### config.mk
export PLATFORM = sky130hd
export DESIGN_NAME = fixed_timestep_accumulator
export DESIGN_NICKNAME = d
export VERILOG_FILES = /design/src/sv/fta_pkg.sv /design/src/sv/fta_div.sv /design/src/sv/fixed_timestep_accumulator.sv
export SDC_FILE = /design/constraint.sdc
export NUM_CORES = 2
export LEC_CHECK = 0
export BUFFER_PORTS_ARGS = -buffer_cell sky130_fd_sc_hd__buf_2
export CAP_MARGIN = 20
export CORE_ASPECT_RATIO = 0.5
export CORE_MARGIN = 5
export CORE_UTILIZATION = 35
export CTS_CLUSTER_DIAMETER = 50
export DETAILED_ROUTE_END_ITERATION = 7
export MAX_ROUTING_LAYER = met4
export PLACE_DENSITY = 0.62
export SYNTH_ARGS = -nofsm -noshare
export SYNTH_HDL_FRONTEND = slang
export SYNTH_HIERARCHICAL = 1
export SYNTH_SLANG_ARGS = --single-unit
### constraint.sdc
create_clock -name clock -period 20.4 [get_ports clock]
set_input_delay 0 -clock clock [delete_from_list [all_inputs] [get_ports clock]]
set_output_delay 0 -clock clock [all_outputs]
set_load 0.05 [all_outputs]
### src/sv/fta_pkg.sv
// Shared types and constants for the fixed-timestep accumulator.
package fta_pkg;

   // Fixed field widths
   localparam int KIND_W     = 2;
   localparam int DELTA_W    = 32;
   localparam int DEN_W      = 32;
   localparam int CAP_W      = 16;
   localparam int COUNT_W    = 16;
   localparam int TICK_W     = 64;
   localparam int TOTAL_W    = 64;
   localparam int DROP_W     = 34;
   localparam int PROD_W     = DEN_W + CAP_W;
   localparam int CSR_IDX_W  = 2;
   localparam int CSR_DATA_W = 32;

   // Register reset values
   localparam logic [DEN_W-1:0]   STEP_LENGTH_RST = 32'd16667;
   localparam logic [DEN_W-1:0]   FRAME_LIMIT_RST = 32'd250000;
   localparam logic [CAP_W-1:0]   UPDATE_LIMIT_RST = 16'd8;

   // Event kinds
   typedef enum logic [KIND_W-1:0] {
      KIND_ADVANCE = 2'd0,
      KIND_DISCARD = 2'd1,
      KIND_RESET   = 2'd2,
      KIND_IGNORE  = 2'd3
   } kind_type;

   // Configuration register indexes
   typedef enum logic [CSR_IDX_W-1:0] {
      CSR_STEP_LENGTH  = 2'd0,
      CSR_FRAME_LIMIT  = 2'd1,
      CSR_UPDATE_LIMIT = 2'd2
   } csr_index_type;

   // Divider status back to the sequencer
   typedef struct packed {
      logic busy;
      logic done;
   } div_stat_type;

endpackage

### src/sv/fta_div.sv
// Restoring divider: integer quotient, remainder and fraction bits.
module fta_div #(
   parameter int NUM_W  = 33,
   parameter int FRAC_W = 16
) (
   input  logic                       clock,
   input  logic                       reset,
   input  logic                       start,
   input  logic [NUM_W-1:0]           num,
   input  logic [fta_pkg::DEN_W-1:0]  den,
   output fta_pkg::div_stat_type      stat,
   output logic [NUM_W-1:0]           quo,
   output logic [fta_pkg::DEN_W-1:0]  rem,
   output logic [FRAC_W-1:0]          frac
);
   import fta_pkg::*;

   localparam int TOT_W = NUM_W + FRAC_W;
   localparam int CNT_W = $clog2(TOT_W);

   logic [NUM_W-1:0] num_ff, num_in;
   logic [DEN_W-1:0] den_ff, den_in;
   logic [DEN_W-1:0] rem_ff, rem_in;
   logic [DEN_W-1:0] rcap_ff, rcap_in;
   logic [TOT_W-1:0] q_ff, q_in;
   logic [CNT_W-1:0] cnt_ff, cnt_in;
   logic             busy_ff, busy_in;
   logic             done_ff, done_in;

   logic [DEN_W:0]   shifted;
   logic             ge;

   // One quotient bit per cycle; numerator shifts in zeros once spent
   always_comb begin
      shifted = {rem_ff, num_ff[NUM_W-1]};
      ge      = (shifted >= {1'b0, den_ff});
      num_in  = num_ff;
      den_in  = den_ff;
      rem_in  = rem_ff;
      rcap_in = rcap_ff;
      q_in    = q_ff;
      cnt_in  = cnt_ff;
      busy_in = busy_ff;
      done_in = 1'b0;
      if (start) begin
         num_in  = num;
         den_in  = den;
         rem_in  = '0;
         q_in    = '0;
         cnt_in  = '0;
         busy_in = 1'b1;
      end else if (busy_ff) begin
         num_in = num_ff << 1;
         rem_in = ge ? DEN_W'(shifted - {1'b0, den_ff}) : shifted[DEN_W-1:0];
         q_in   = {q_ff[TOT_W-2:0], ge};
         cnt_in = cnt_ff + CNT_W'(1);
         // remainder of the integer part is captured once all NUM_W numerator bits are used
         if (cnt_ff == CNT_W'(NUM_W)) begin
            rcap_in = rem_ff;
         end
         if (cnt_ff == CNT_W'(TOT_W - 1)) begin
            busy_in = 1'b0;
            done_in = 1'b1;
         end
      end
   end

   always_ff @(posedge clock) begin
      if (reset) begin
         busy_ff <= 1'b0;
         done_ff <= 1'b0;
         cnt_ff  <= '0;
      end else begin
         busy_ff <= busy_in;
         done_ff <= done_in;
         cnt_ff  <= cnt_in;
      end
   end

   always_ff @(posedge clock) begin
      num_ff  <= num_in;
      den_ff  <= den_in;
      rem_ff  <= rem_in;
      rcap_ff <= rcap_in;
      q_ff    <= q_in;
   end

   assign stat.busy = busy_ff;
   assign stat.done = done_ff;
   assign quo       = q_ff[TOT_W-1:FRAC_W];
   assign frac      = q_ff[FRAC_W-1:0];
   assign rem       = rcap_ff;

endmodule

### src/sv/fixed_timestep_accumulator.sv
// Fixed-timestep accumulator top level: sequencer, state and result register.
// Advance: PREP, DIV, DROP, then FIN; DIV waits for the bit-serial divider to finish.
// A new item is taken only once FIN has issued the result and IDLE is reached.
// Discard, reset, ignore: IDLE goes straight to FIN, which waits while a result stalls.
// Synchronous reset restores register defaults and clears accumulator, ticks, total.
module fixed_timestep_accumulator #(
   parameter int TIME_BITS  = 32,
   parameter int ALPHA_BITS = 16
) (
   input  logic                            clock,
   input  logic                            reset,
   input  logic                            req_valid,
   output logic                            req_ready,
   input  logic [fta_pkg::KIND_W-1:0]      req_kind,
   input  logic signed [fta_pkg::DELTA_W-1:0] req_frame_delta,
   output logic                            rsp_valid,
   input  logic                            rsp_ready,
   output logic [fta_pkg::TICK_W-1:0]      rsp_first_tick_index,
   output logic [fta_pkg::COUNT_W-1:0]     rsp_update_count,
   output logic [fta_pkg::DELTA_W-1:0]     rsp_accepted_delta,
   output logic [fta_pkg::DROP_W-1:0]      rsp_dropped_time,
   output logic [fta_pkg::TICK_W-1:0]      rsp_completed_ticks,
   output logic [ALPHA_BITS-1:0]           rsp_interpolation_alpha,
   output logic [fta_pkg::TOTAL_W-1:0]     rsp_total_dropped,
   input  logic                            csr_write_en,
   input  logic [fta_pkg::CSR_IDX_W-1:0]   csr_index,
   input  logic [fta_pkg::CSR_DATA_W-1:0]  csr_write_data
);
   import fta_pkg::*;

   localparam int SUM_W = ((TIME_BITS > DELTA_W) ? TIME_BITS : DELTA_W) + 1;

   typedef enum logic [4:0] {
      ST_IDLE = 5'b00001,
      ST_PREP = 5'b00010,
      ST_DIV  = 5'b00100,
      ST_DROP = 5'b01000,
      ST_FIN  = 5'b10000
   } state_type;

   state_type state_ff, state_in;

   // Configuration
   logic [DEN_W-1:0] step_ff;
   logic [DEN_W-1:0] flim_ff;
   logic [CAP_W-1:0] ulim_ff;
   logic             csr_hit;

   // Scheduler state
   logic [TIME_BITS-1:0] acc_ff, acc_in;
   logic [TICK_W-1:0]    tick_ff, tick_in;
   logic [TOTAL_W-1:0]   total_ff, total_in;

   // Per-item working registers
   kind_type         kind_ff, kind_in;
   logic [DELTA_W-1:0] accepted_ff, accepted_in;
   logic [SUM_W-1:0] sum_ff, sum_in;
   logic [PROD_W-1:0] prod_ff, prod_in;
   logic [SUM_W-1:0] base_ff, base_in;
   logic [SUM_W-1:0] drop_ff, drop_in;
   logic [COUNT_W-1:0] count_ff, count_in;

   // Result register
   logic                 rsp_valid_ff, rsp_valid_in;
   logic [TICK_W-1:0]    first_ff, first_in;
   logic [COUNT_W-1:0]   ucount_ff, ucount_in;
   logic [DELTA_W-1:0]   racc_ff, racc_in;
   logic [DROP_W-1:0]    rdrop_ff, rdrop_in;
   logic [TICK_W-1:0]    compl_ff, compl_in;
   logic [ALPHA_BITS-1:0] alpha_ff, alpha_in;
   logic [TOTAL_W-1:0]   rtotal_ff, rtotal_in;

   // Effective limits and input conditioning
   logic [DEN_W-1:0]   step_eff;
   logic [DEN_W-1:0]   lim_eff;
   logic [CAP_W-1:0]   cap_eff;
   logic [DELTA_W-1:0] delta_raw;
   logic [DELTA_W-1:0] delta_pos;
   logic [DELTA_W-1:0] delta_clamped;
   logic               take;
   logic               fin_fire;
   logic               over;
   logic [TOTAL_W:0]   total_sum;
   logic [SUM_W-1:0]   sum_now;

   // Divider
   logic                  div_start;
   div_stat_type          div_stat;
   logic [SUM_W-1:0]      div_quo;
   logic [DEN_W-1:0]      div_rem;
   logic [ALPHA_BITS-1:0] div_frac;

   fta_div #(
      .NUM_W  (SUM_W),
      .FRAC_W (ALPHA_BITS)
   ) u_div (
      .clock (clock),
      .reset (reset),
      .start (div_start),
      .num   (sum_now),
      .den   (step_eff),
      .stat  (div_stat),
      .quo   (div_quo),
      .rem   (div_rem),
      .frac  (div_frac)
   );

   assign step_eff      = (step_ff == '0) ? DEN_W'(1) : step_ff;
   assign lim_eff       = (flim_ff < step_eff) ? step_eff : flim_ff;
   assign cap_eff       = (ulim_ff == '0) ? CAP_W'(1) : ulim_ff;
   assign delta_raw     = req_frame_delta;
   assign delta_pos     = delta_raw[DELTA_W-1] ? '0 : delta_raw;
   assign delta_clamped = (delta_pos < lim_eff) ? delta_pos : lim_eff;
   assign sum_now       = SUM_W'(acc_ff) + SUM_W'(accepted_ff);

   assign req_ready = (state_ff == ST_IDLE);
   assign take      = req_valid && req_ready;
   assign fin_fire  = (state_ff == ST_FIN) && (!rsp_valid_ff || rsp_ready);
   assign over      = (div_quo > SUM_W'(cap_eff));
   assign total_sum = (TOTAL_W + 1)'(total_ff) + (TOTAL_W + 1)'(drop_ff);

   assign csr_hit = csr_write_en &&
                    ((csr_index == CSR_STEP_LENGTH) || (csr_index == CSR_FRAME_LIMIT) ||
                     (csr_index == CSR_UPDATE_LIMIT));

   // Sequencer and datapath next values
   always_comb begin
      state_in     = state_ff;
      kind_in      = kind_ff;
      accepted_in  = accepted_ff;
      sum_in       = sum_ff;
      prod_in      = prod_ff;
      base_in      = base_ff;
      drop_in      = drop_ff;
      count_in     = count_ff;
      acc_in       = acc_ff;
      tick_in      = tick_ff;
      total_in     = total_ff;
      first_in     = first_ff;
      ucount_in    = ucount_ff;
      racc_in      = racc_ff;
      rdrop_in     = rdrop_ff;
      compl_in     = compl_ff;
      alpha_in     = alpha_ff;
      rtotal_in    = rtotal_ff;
      rsp_valid_in = rsp_valid_ff && !rsp_ready;
      div_start    = 1'b0;

      case (state_ff)
         ST_IDLE: begin
            if (take) begin
               kind_in     = kind_type'(req_kind);
               accepted_in = delta_clamped;
               state_in    = (kind_type'(req_kind) == KIND_ADVANCE) ? ST_PREP : ST_FIN;
            end
         end
         ST_PREP: begin
            sum_in    = sum_now;
            prod_in   = PROD_W'(cap_eff) * PROD_W'(step_eff);
            div_start = 1'b1;
            state_in  = ST_DIV;
         end
         ST_DIV: begin
            // time left over beyond the steps granted at the cap (sum minus cap times step length)
            base_in = sum_ff - SUM_W'(prod_ff);
            if (div_stat.done) begin
               state_in = ST_DROP;
            end
         end
         ST_DROP: begin
            count_in = over ? cap_eff : COUNT_W'(div_quo);
            drop_in  = over ? (base_ff - SUM_W'(div_rem)) : '0;
            state_in = ST_FIN;
         end
         ST_FIN: begin
            if (fin_fire) begin
               rsp_valid_in = 1'b1;
               state_in     = ST_IDLE;
               first_in     = tick_ff;
               ucount_in    = '0;
               racc_in      = '0;
               rdrop_in     = '0;
               compl_in     = tick_ff;
               alpha_in     = '0;
               rtotal_in    = total_ff;
               case (kind_ff)
                  KIND_ADVANCE: begin
                     acc_in    = TIME_BITS'(div_rem);
                     tick_in   = tick_ff + TICK_W'(count_ff);
                     total_in  = total_sum[TOTAL_W] ? '1 : total_sum[TOTAL_W-1:0];
                     ucount_in = count_ff;
                     racc_in   = accepted_ff;
                     rdrop_in  = DROP_W'(drop_ff);
                     compl_in  = tick_in;
                     alpha_in  = div_frac;
                     rtotal_in = total_in;
                  end
                  KIND_DISCARD: begin
                     acc_in = '0;
                  end
                  KIND_RESET: begin
                     acc_in    = '0;
                     tick_in   = '0;
                     total_in  = '0;
                     first_in  = '0;
                     compl_in  = '0;
                     rtotal_in = '0;
                  end
                  default: begin
                     acc_in = acc_ff;
                  end
               endcase
            end
         end
         default: begin
            state_in = ST_IDLE;
         end
      endcase
   end

   // Control state, configuration and scheduler state
   always_ff @(posedge clock) begin
      if (reset) begin
         state_ff     <= ST_IDLE;
         rsp_valid_ff <= 1'b0;
         step_ff      <= STEP_LENGTH_RST;
         flim_ff      <= FRAME_LIMIT_RST;
         ulim_ff      <= UPDATE_LIMIT_RST;
         acc_ff       <= '0;
         tick_ff      <= '0;
         total_ff     <= '0;
      end else begin
         state_ff     <= state_in;
         rsp_valid_ff <= rsp_valid_in;
         if (csr_hit) begin
            case (csr_index_type'(csr_index))
               CSR_STEP_LENGTH:  step_ff <= csr_write_data;
               CSR_FRAME_LIMIT:  flim_ff <= csr_write_data;
               CSR_UPDATE_LIMIT: ulim_ff <= csr_write_data[CAP_W-1:0];
               default:          step_ff <= step_ff;
            endcase
            // reconfiguration restarts the scheduler
            acc_ff   <= '0;
            tick_ff  <= '0;
            total_ff <= '0;
         end else begin
            acc_ff   <= acc_in;
            tick_ff  <= tick_in;
            total_ff <= total_in;
         end
      end
   end

   // Payload and working registers
   always_ff @(posedge clock) begin
      kind_ff     <= kind_in;
      accepted_ff <= accepted_in;
      sum_ff      <= sum_in;
      prod_ff     <= prod_in;
      base_ff     <= base_in;
      drop_ff     <= drop_in;
      count_ff    <= count_in;
      first_ff    <= first_in;
      ucount_ff   <= ucount_in;
      racc_ff     <= racc_in;
      rdrop_ff    <= rdrop_in;
      compl_ff    <= compl_in;
      alpha_ff    <= alpha_in;
      rtotal_ff   <= rtotal_in;
   end

   assign rsp_valid               = rsp_valid_ff;
   assign rsp_first_tick_index    = first_ff;
   assign rsp_update_count        = ucount_ff;
   assign rsp_accepted_delta      = racc_ff;
   assign rsp_dropped_time        = rdrop_ff;
   assign rsp_completed_ticks     = compl_ff;
   assign rsp_interpolation_alpha = alpha_ff;
   assign rsp_total_dropped       = rtotal_ff;

endmodule

==> out/metrics.cfg <==
[outcome]
status=completed

[flow_run]
max-cap-violations=0

[setup_path]
r2r_end=prod_ff[32]
critPathMaxFanout=18
worstSetupEndpointType=flop
path_class=flop to flop
required_ns=20.84
cp_data_arrival_time_ns=8.33
cp-start-kind=flop
r2r_cells=24
max_stage_delay_ns=0.79
crit_slowest_cell=dfxtp_1
reg2reg_slack_ns=12.51
path_common_cell=fa_1
reg2reg_from=ulim_ff[5]
crit_chain=clkinv_1, nor2_1, fa_1, inv_1, fa_1, fa_1, fa_1, inv_1, fa_1, inv_1, fa_1, inv_1, ha_1, nand3_1, nor4_1, nor3b_1, a211oi_1, o22a_1, a31oi_1, a21oi_1, a41o_1, o21ai_0, nand2b_1, xnor2_1

[clock_tree]
h-tree-depth=3
clockRootBuffer=clkbuf_16
cts-buffers-inserted=104
cts_num_sinks=903
tritoncts=yes
clk_path_buf_depth=3
insertion_delay_ns=0.73
cts_resized=0
clk_pin_slew_ns=0.06

[drt]
final_antenna_net_count=0
post_drt_wl_per_cell_microns=21.3
dr.pass1.iters=8
drc=0
via_count=45200
first_iter_violations=3732
vias_per_cell=5.25
wirelength_microns=183000

[placed_design]
place_congestion=0.976
preCtsSetupSlack_ns=12.64
hpwlAfterDp_microns=139000
io_buffers=363

[cells_and_area]
area_growth_pct=14.0
ff_latch_area_sq_um=23800
layout-drive-gt1-share=0.113
layout.nets=7022
nFillCells=16200
multi_input_area_sq_um=30800

[min_path]
min_from=req_frame_delta[31]
hold_path_class=primary input to flop
hold_end=accepted_ff[23]
hold_depth=4

[global_route]
grt_max_degree=140
track_usage=0.212
grt_pass1_vias=43600
antenna_found_initial=15
grt_pass1_wl_microns=275000
grt-ovfl-total=0

[yosys]
yosys_warnings=6
postSynthCellCount=6025
synth.avg_cell_area_sq_um=9.62
netlist_area_sq_um=58000

[floorplanning]
fp.dieW_microns=586
fp.coreArea_sq_um=164000
rows=105
io_pins=365
die_area_sq_um=174000
start_util=0.353
chipHeight_microns=298

[sta]
setup_viol=0
period_share=0.387
rsz0062_at_grt=no
postLayoutSetupSlackWorst_ns=12.51
hold-worst-slack_ns=0.0416
maxSlewHeadroom=0.286
max_clock_freq_ghz=0.127
tns_ns=0
skew_ns=0.0339
finalCriticalPeriod_ns=7.89
finalHoldViolations=0
tightest_slew_ns=1.07
final_max_slew_viol_count=0

[power]
p_per_area_nw_per_um2=74.6
cellLeakagePower_nw=26.8
peakVddDrop_uv=59.9

-- power by group --
part	leakage, nW	internal (mW)	total [mW]	switching [mW]
clock network	1.70	1.04	1.90	0.856
logic	16.9	0.327	0.910	0.583
registers	8.17	2.03	2.13	0.0958
-- critical path: cells and delay by family, from the launching register on --
family	cells	cell delay [ns]
adder cells (fa/ha/maj)	7	3.23
XOR/XNOR	1	0.13
AND/OR/NAND/NOR	5	1.11
buffers and inverters	5	1.02
AO/OA/AOI/OAI	6	1.33
flip-flops	1	0.79
-- cell usage in the layout, fill, tap and decap left out, drive strengths merged, types with 27 or more instances in the layout --
cell         instances
a31oi               58
clkbuf             122
nor2b              128
o21ai              255
xnor2              129
fa                 324
and2               140
a21o                96
o21a                56
edfxtp             568
nand2b              30
buf                412
nor2               549
ha                 326
nor3               122
xor2                69
nand3               97
nand2              676
or3                 45
and3                41
o31ai               45
nand4               46
a211oi              54
dlygate4sd3         80
dfxtp              335
a311oi              27
a21oi              486
inv                600
mux2                47
clkinv              56
mux2i               82
-- per-layer routing --
layer | vias to the layer above | global-route usage | share of wire
met5 | - | - | 0
met4 | 0 | 0.0707 | 0.039
met3 | 326 | 0.0338 | 0.063
met2 | 1444 | 0.334 | 0.46
met1 | 22100 | 0.279 | 0.44
li1 | 21300 | - | -
-- timing repair --
action,CTS,global route
buffers inserted,0,0
endpoints found under the hold margin,134,1
hold buffers,79,1
-- flip-flops by register name, indices dropped and copies added, names as in the netlist, 33 cells and up --
signal                flops
base_ff                  33
drop_ff                  33
prod_ff                  33
rsp_completed_ticks      64
rsp_dropped_time         33
rsp_first_tick_index     64
rsp_total_dropped        64
sum_ff                   33
tick_ff                  64
total_ff                 64
u_div/num_ff             33
u_div/q_ff               49
-- how the worst max path moves through the flow --
stage                            from         endpoint  slack (ns)
final                      ulim_ff[5]      prod_ff[32]       12.51
after global routing      step_ff[24]      prod_ff[31]       12.07
after CTS                 step_ff[23]      prod_ff[31]       12.63
after detailed placement  step_ff[23]      prod_ff[31]       12.64
after global placement    step_ff[24]      prod_ff[31]       12.66
after floorplan           state_ff[2]  u_div/num_ff[0]        8.44
-- stage by stage --
| step | utilization | instances | area, sq um | total power [mW] |
|---|---|---|---|---|
| after floorplan | - | 6026 | 58000 | 2.80 |
| after global placement | 0.376 | 8306 | 61800 | 3.05 |
| after detailed placement | 0.376 | 8306 | 61800 | 3.06 |
| after CTS | 0.402 | 8581 | 66000 | 4.97 |
| after global routing | 0.402 | 8592 | 66000 | 5.16 |
| final | 0.402 | 8595 | 66100 | 4.93 |
-- cell type report --
cell class | count | area share
multi-input cells | 4207 | 0.467
flip-flops and latches | 903 | 0.360
repair buffers | 492 | 0.0454
clock buffers | 122 | 0.0420
well taps | 2193 | 0.0415
inverters | 591 | 0.0337
clock inverters | 74 | 0.0105
diodes | 13 | 0.000492
(Power assumes the default switching activity.)
